==> config.mk <==
export PLATFORM = sky130hd
export DESIGN_NAME = slot_region_allocator
export DESIGN_NICKNAME = d
export VERILOG_FILES = /design/src/rtl/sra_pkg.sv /design/src/rtl/sra_region_ram.sv /design/src/rtl/sra_region_unit.sv /design/src/rtl/slot_region_allocator.sv
export SDC_FILE = /design/constraint.sdc
export NUM_CORES = 2
export LEC_CHECK = 0
export BUFFER_PORTS_ARGS = -buffer_cell sky130_fd_sc_hd__buf_2
export CORE_UTILIZATION = 60
export DETAILED_ROUTE_END_ITERATION = 7
export GPL_TIMING_DRIVEN = 0
export PLACE_DENSITY = 0.76
export SYNTH_ARGS = -nofsm -noshare
export SYNTH_HDL_FRONTEND = slang
export SYNTH_SLANG_ARGS = --single-unit
==> constraint.sdc <==
create_clock -name clk -period 11.2 [get_ports clk]
set_clock_uncertainty 0.15 [all_clocks]
set_input_delay 1.68 -clock clk [delete_from_list [all_inputs] [get_ports clk]]
set_output_delay 1.68 -clock clk [all_outputs]
set_load 0.02 [all_outputs]
==> src/rtl/sra_pkg.sv <==
`timescale 1ns / 1ps
// Shared types and constants for the slot region allocator.
// No dependencies; imported by sra_region_unit, slot_region_allocator and the testbench.
package sra_pkg;

    localparam int SLOTS_PER_BUFFER = 512;
    localparam int MAX_BUFFERS      = 16;
    localparam int MAX_REGIONS      = 64;

    // Port field widths are fixed by the interface.
    localparam int SLOT_W  = 9;
    localparam int BUF_W   = 4;

    localparam int START_W = $clog2(SLOTS_PER_BUFFER + 1);
    localparam int IDX_W   = $clog2(MAX_REGIONS);
    localparam int LIVE_W  = $clog2(MAX_REGIONS + 1);
    localparam int BUFN_W  = $clog2(MAX_BUFFERS + 1);

    typedef enum logic [1:0] {
        ST_OK         = 2'd0,
        ST_NO_BUFFER  = 2'd1,
        ST_TABLE_FULL = 2'd2
    } status_t;

    typedef struct packed {
        logic [START_W-1:0] start;
        logic [START_W-1:0] length;
        logic [BUF_W-1:0]   buffer;
    } region_t;

    localparam int REGION_W = $bits(region_t);

    // flag: on acquire, region is now empty; on release, region borders the slot
    typedef struct packed {
        logic    flag;
        region_t entry;
    } region_upd_t;

endpackage

==> src/rtl/sra_region_ram.sv <==
`timescale 1ns / 1ps
// Single-port region table memory with registered read data.
// Generic; no package dependency.
module sra_region_ram #(
    parameter int WIDTH = 24,
    parameter int DEPTH = 64
) (
    input  logic                     clk,
    input  logic                     we,
    input  logic [$clog2(DEPTH)-1:0] addr,
    input  logic [WIDTH-1:0]         wdata,
    output logic [WIDTH-1:0]         rdata
);

    logic [WIDTH-1:0] mem [DEPTH];

    always_ff @(posedge clk)
    begin
        if (we)
        begin
            mem[addr] <= wdata;
        end
        rdata <= mem[addr];
    end

endmodule

==> src/rtl/sra_region_unit.sv <==
`timescale 1ns / 1ps
// Shared region update unit: border compare for release, slot take for acquire.
// Depends on sra_pkg.
module sra_region_unit
    import sra_pkg::*;
(
    input  logic              rel_mode,
    input  region_t           entry,
    input  logic [BUF_W-1:0]  buffer_number,
    input  logic [SLOT_W-1:0] slot_number,
    output region_upd_t       upd
);

    logic [START_W:0] slot_ext;
    logic [START_W:0] slot_up;
    logic [START_W:0] end_ext;
    logic             same_buf;
    logic             hit_low;
    logic             hit_high;
    logic [START_W-1:0] len_dec;

    assign slot_ext = (START_W + 1)'(slot_number);
    assign slot_up  = slot_ext + 1'b1;
    assign end_ext  = {1'b0, entry.start} + {1'b0, entry.length};
    assign same_buf = (entry.buffer == buffer_number);
    assign hit_low  = same_buf && ({1'b0, entry.start} == slot_up);
    assign hit_high = same_buf && (end_ext == slot_ext);
    assign len_dec  = (entry.length != '0) ? entry.length - 1'b1 : '0;

    always_comb
    begin
        upd.entry = entry;
        upd.flag  = 1'b0;
        if (!rel_mode)
        begin
            upd.entry.start  = entry.start + 1'b1;
            upd.entry.length = len_dec;
            upd.flag         = (len_dec == '0);
        end
        else if (hit_low)
        begin
            // grow downward: region starts just above the freed slot
            upd.entry.start  = slot_ext[START_W-1:0];
            upd.entry.length = entry.length + 1'b1;
            upd.flag         = 1'b1;
        end
        else if (hit_high)
        begin
            upd.entry.length = entry.length + 1'b1;
            upd.flag         = 1'b1;
        end
    end

endmodule

==> src/rtl/slot_region_allocator.sv <==
`timescale 1ns / 1ps
// Slot region allocator: hands out and takes back slots in 512-slot buffers
// (up to 16 buffers), keeping free space as a table of up to 64 regions in a
// single-port memory. One item is in flight at a time; in_ready is high only
// while the sequencer is idle. From acceptance to the result beat, an acquire
// reads the top region, updates it and registers the output; a release
// searches the live regions for a border, one table entry per cycle through
// the memory port and one shared compare unit, and appends a region if none
// borders the slot. A result waiting on out_ready stalls the next item.
// Depends on sra_pkg, sra_region_ram and sra_region_unit.
module slot_region_allocator
    import sra_pkg::*;
(
    input  logic              clk,
    input  logic              rst_n,
    input  logic              in_valid,
    output logic              in_ready,
    input  logic              op,
    input  logic [BUF_W-1:0]  buffer_number,
    input  logic [SLOT_W-1:0] slot_number,
    output logic              out_valid,
    input  logic              out_ready,
    output logic [SLOT_W-1:0] given_slot,
    output logic [BUF_W-1:0]  given_buffer,
    output logic              opened_buffer,
    output logic [1:0]        status
);

    typedef enum logic [2:0] {
        S_IDLE,
        S_ACQ,
        S_OPEN,
        S_SCAN,
        S_APPEND,
        S_OUT
    } state_t;

    state_t             state_reg;
    logic               op_reg;
    logic [BUF_W-1:0]   buf_reg;
    logic [SLOT_W-1:0]  slot_reg;
    logic [LIVE_W-1:0]  idx_reg;
    logic [LIVE_W-1:0]  live_reg;
    logic [BUFN_W-1:0]  bo_reg;
    logic [SLOT_W-1:0]  res_slot_reg;
    logic [BUF_W-1:0]   res_buf_reg;
    logic               res_open_reg;
    status_t            res_status_reg;
    logic               out_valid_reg;
    logic [SLOT_W-1:0]  out_slot_reg;
    logic [BUF_W-1:0]   out_buf_reg;
    logic               out_open_reg;
    status_t            out_status_reg;

    logic               mem_we;
    logic [IDX_W-1:0]   mem_addr;
    region_t            mem_wdata;
    logic [REGION_W-1:0] mem_rdata;
    region_t            rd_entry;
    region_upd_t        upd;

    logic [LIVE_W-1:0]  live_m1;
    logic [LIVE_W-1:0]  idx_inc;
    logic               buf_left;
    logic               table_room;
    logic               rel_bad;
    region_t            open_entry;
    region_t            new_entry;

    assign rd_entry   = region_t'(mem_rdata);
    assign live_m1    = live_reg - 1'b1;
    assign idx_inc    = idx_reg + 1'b1;
    assign buf_left   = (bo_reg < BUFN_W'(MAX_BUFFERS));
    assign table_room = (live_reg < LIVE_W'(MAX_REGIONS));
    assign rel_bad    = ((BUFN_W + BUF_W)'(buffer_number) >= (BUFN_W + BUF_W)'(bo_reg))
                     || ((START_W + 1)'(slot_number) >= (START_W + 1)'(SLOTS_PER_BUFFER));

    // fresh buffer with slot 0 already taken
    assign open_entry.start  = START_W'(1);
    assign open_entry.length = START_W'(SLOTS_PER_BUFFER - 1);
    assign open_entry.buffer = BUF_W'(bo_reg);

    assign new_entry.start  = START_W'(slot_reg);
    assign new_entry.length = START_W'(1);
    assign new_entry.buffer = buf_reg;

    sra_region_ram #(
        .WIDTH (REGION_W),
        .DEPTH (MAX_REGIONS)
    ) u_ram (
        .clk   (clk),
        .we    (mem_we),
        .addr  (mem_addr),
        .wdata (mem_wdata),
        .rdata (mem_rdata)
    );

    sra_region_unit u_unit (
        .rel_mode      (op_reg),
        .entry         (rd_entry),
        .buffer_number (buf_reg),
        .slot_number   (slot_reg),
        .upd           (upd)
    );

    always_comb
    begin
        mem_we    = 1'b0;
        mem_addr  = live_m1[IDX_W-1:0];
        mem_wdata = upd.entry;
        unique case (state_reg)
            S_IDLE:
            begin
                // prefetch: top region for acquire, entry 0 for release
                mem_addr = op ? '0 : live_m1[IDX_W-1:0];
            end
            S_ACQ:
            begin
                mem_we = 1'b1;
            end
            S_OPEN:
            begin
                mem_addr  = '0;
                mem_we    = buf_left;
                mem_wdata = open_entry;
            end
            S_SCAN:
            begin
                if (upd.flag)
                begin
                    mem_we   = 1'b1;
                    mem_addr = idx_reg[IDX_W-1:0];
                end
                else
                begin
                    mem_addr = idx_inc[IDX_W-1:0];
                end
            end
            S_APPEND:
            begin
                mem_addr  = live_reg[IDX_W-1:0];
                mem_we    = table_room;
                mem_wdata = new_entry;
            end
            S_OUT:
            begin
                mem_we = 1'b0;
            end
            default:
            begin
                mem_we = 1'b0;
            end
        endcase
    end

    always_ff @(posedge clk or negedge rst_n)
    begin
        if (!rst_n)
        begin
            state_reg      <= S_IDLE;
            live_reg       <= '0;
            bo_reg         <= '0;
            idx_reg        <= '0;
            out_valid_reg  <= 1'b0;
            op_reg         <= 1'b0;
            buf_reg        <= '0;
            slot_reg       <= '0;
            res_slot_reg   <= '0;
            res_buf_reg    <= '0;
            res_open_reg   <= 1'b0;
            res_status_reg <= ST_OK;
            out_slot_reg   <= '0;
            out_buf_reg    <= '0;
            out_open_reg   <= 1'b0;
            out_status_reg <= ST_OK;
        end
        else
        begin
            // in S_OUT the output register is reloaded below instead
            if (out_valid_reg && out_ready && (state_reg != S_OUT))
            begin
                out_valid_reg <= 1'b0;
            end
            unique case (state_reg)
                S_IDLE:
                begin
                    if (in_valid)
                    begin
                        op_reg         <= op;
                        buf_reg        <= buffer_number;
                        slot_reg       <= slot_number;
                        idx_reg        <= '0;
                        res_slot_reg   <= '0;
                        res_buf_reg    <= '0;
                        res_open_reg   <= 1'b0;
                        res_status_reg <= ST_OK;
                        if (!op)
                        begin
                            state_reg <= (live_reg == '0) ? S_OPEN : S_ACQ;
                        end
                        else if (rel_bad)
                        begin
                            state_reg <= S_OUT;
                        end
                        else
                        begin
                            state_reg <= (live_reg == '0) ? S_APPEND : S_SCAN;
                        end
                    end
                end
                S_ACQ:
                begin
                    res_slot_reg <= rd_entry.start[SLOT_W-1:0];
                    res_buf_reg  <= rd_entry.buffer;
                    if (upd.flag)
                    begin
                        live_reg <= live_m1;
                    end
                    state_reg <= S_OUT;
                end
                S_OPEN:
                begin
                    if (buf_left)
                    begin
                        live_reg     <= LIVE_W'(1);
                        bo_reg       <= bo_reg + 1'b1;
                        res_buf_reg  <= BUF_W'(bo_reg);
                        res_open_reg <= 1'b1;
                    end
                    else
                    begin
                        res_status_reg <= ST_NO_BUFFER;
                    end
                    state_reg <= S_OUT;
                end
                S_SCAN:
                begin
                    if (upd.flag)
                    begin
                        state_reg <= S_OUT;
                    end
                    else if (idx_inc < live_reg)
                    begin
                        idx_reg <= idx_inc;
                    end
                    else
                    begin
                        state_reg <= S_APPEND;
                    end
                end
                S_APPEND:
                begin
                    if (table_room)
                    begin
                        live_reg <= live_reg + 1'b1;
                    end
                    else
                    begin
                        res_status_reg <= ST_TABLE_FULL;
                    end
                    state_reg <= S_OUT;
                end
                S_OUT:
                begin
                    if (!out_valid_reg || out_ready)
                    begin
                        out_valid_reg  <= 1'b1;
                        out_slot_reg   <= res_slot_reg;
                        out_buf_reg    <= res_buf_reg;
                        out_open_reg   <= res_open_reg;
                        out_status_reg <= res_status_reg;
                        state_reg      <= S_IDLE;
                    end
                end
                default:
                begin
                    state_reg <= S_IDLE;
                end
            endcase
        end
    end

    assign in_ready      = (state_reg == S_IDLE);
    assign out_valid     = out_valid_reg;
    assign given_slot    = out_slot_reg;
    assign given_buffer  = out_buf_reg;
    assign opened_buffer = out_open_reg;
    assign status        = out_status_reg;

endmodule

==> metrics.txt <==
status=finished, violations left; failing checks=DRC, capacitance limit, slew limit; vias in the first global route=44.4k; root buffer cell=clkbuf_16; routed len/inst=32.9 um; RSZ-0062 raised after global routing=false; Post-Syn Area=0.0688 mm^2; CP Max Fanout=14; sequential fraction of the synthesis area=70.2%; kind of critical path=register to register; Yosys top cell area share=67.0%; clock-pin slew on the worst setup and hold paths=0.06 ns; Max Clk Rate=116 MHz; crit share post-route=77.0%; Post-Layout Cell Count=6548; pins over their slew limit=7; setup repair bufs after CTS=0; Reg area=0.0483 mm^2; Worst Setup End Kind=register; clock sink count=1629; Port Buf Inserts=35; Layout area overhead=13.1%; Mean Syn Cell Area=14.8 um^2; DR iter-0 viols=7244; die width=341 um; WP data arrival=8.95 ns; Synth warnings=0; GRT overflow=0; num rows=123; drt drc=2; R2R Setup Slk=2.57 ns; Detail Placement HPWL=148 mm; syn nets=4691; RePlAce Congestion=1.05; hold buffer count at CTS=0; Post-synth EDFFs=1536; total CTS buffers=161; Hold Worst Slack=0.335 ns; final hold vios=0; largest net degree at the start of global routing=70; Vias/cell=7.12; most frequent cell after synthesis=edfxtp_1; area of the die=0.116 mm^2; Max-Slew Margin vs Limit=-0.453%; area of the multi-input gates=0.0193 mm^2; flip-flop count of the largest register after layout=1536; Vias=46.6k; Unique masters post-synth=76; H-tree depth=4; synth top area cells=edfxtp_1, mux2_2, mux2i_1; layout cells sized above 1=16.3%; Gate Count Post-Synth=4642; Core Box Area=0.113 mm^2; cell taking the most area after synthesis=edfxtp_1; final setup violation count=0; CP required=11.52 ns; flops & latches, synth=1629; top post-synthesis cells by count=edfxtp_1, clkbuf_1, mux2_2, o21ai_0, nand3_1; HP Class=register to register; actual slew at the worst max-slew pin=1.50 ns; Tmin final=8.63 ns; Routed Antenna Nets=0; IO Count=36; Critical Path Source Type=register; register bank with the most flops=u_ram.mem; largest registers=u_ram.mem (1536), u_ram.rdata (24); worst skew pair latency=0.79 ns; initial core utilization=60.9%; Die H=341 um; Pre-Repair DR Iteration Count=8; initial antenna violation count=15; MaxCap Viol Count=1; FFs w/ async S/R, synth=4.24%; Max Root-Sink Buffers=3; Routed WL=216 mm; first-pass GRT wire length=306 mm; CTS tree=built; fillers=7489; Final nets=4967; Resize count post-CTS=0; Inst Count DP=6255; main flop type after synthesis=edfxtp_1; GRT Overall Usage=36.8%
layer usage:
layer | up-vias | track usage, % | share of wire (%)
met1 | 22900 | 49.3 | 36
met4 | 10 | 21.2 | 6.7
met3 | 660 | 11.3 | 14
met5 | - | 0.123 | 0.030
met2 | 3724 | 53.5 | 43
li1 | 19400 | - | -
critical path: stages (launching register included):
cell and delay, ns:
dfxtp_1 0.46, ha_1 0.30, fa_1 0.41, a21o_1 0.23
a221o_1 0.34, a31oi_1 0.29, o22ai_1 0.16, nor4_2 0.44
buf_4 0.29, or3b_1 0.15, a21oi_1 0.20, nor2_1 0.41
buf_2 0.64, clkbuf_1 0.89, clkbuf_1 0.78, nand3_1 0.86
nor2_2 1.02, buf_8 0.25
cell families (layout without fill, tap and decap cells):
family | Yosys count | in the layout | share of synthesized area (%)
flip-flops | 1629 | 1629 | 70.2
buffers and inverters | 438 | 841 | 2.51
AND/OR/NAND/NOR | 1112 | 1112 | 9.02
adder cells (fa/ha/maj) | 31 | 31 | 0.574
AO/OA/AOI/OAI | 885 | 885 | 9.25
XOR/XNOR | 45 | 45 | 0.573
other | 0 | 3 | 0
multiplexers | 502 | 502 | 7.86
final timing paths:
path,start,cells past startpoint,to
max,u_ram.rdata[14],17,u_ram.mem[41][6]
min,res_status_reg[0],2,res_status_reg[0]
max reg2reg,u_ram.rdata[14],17,u_ram.mem[41][6]
min reg2reg,res_status_reg[0],2,res_status_reg[0]
max in group asynchronous,rst_n,1,res_slot_reg[1]
min in group asynchronous,rst_n,1,given_buffer[1]
area by class of cell:
class	count	area share [%]
well taps	1500	2.41
plain buffers	414	2.10
multi-input cells	2575	24.8
repair buffers	113	1.94
clock inverters	86	0.972
flip-flops and latches	1629	62.1
clock buffers	204	5.58
diodes	3	0.00964
inverters	24	0.116
cells in the final DEF, fill, tap and decap left out, types with 120 or more instances in the layout:
cell       instances
edfxtp_1        1536
nand2_1          120
clkbuf_16        167
mux2i_1          196
nand3_1          247
o21ai_0          267
and3_1           185
o211ai_1         202
clkbuf_1         369
nand4_1          244
mux2_2           305
stage by stage:
step / TNS (ns) / instance area (um^2) / util [%] / setup WS [ns]
floorplan: 0 / 68800 / - / 4.54
global placement: -979.63 / 70900 / 62.7 / -3.78
detailed placement: 0 / 72800 / 64.3 / 2.99
CTS: 0 / 77900 / 68.8 / 3.04
global route: 0 / 77900 / 68.8 / 2.59
finish: 0 / 77900 / 68.9 / 2.57
Power is not shown: default switching activity piles up to over one toggle a cycle in this logic, so the estimate is an artifact.
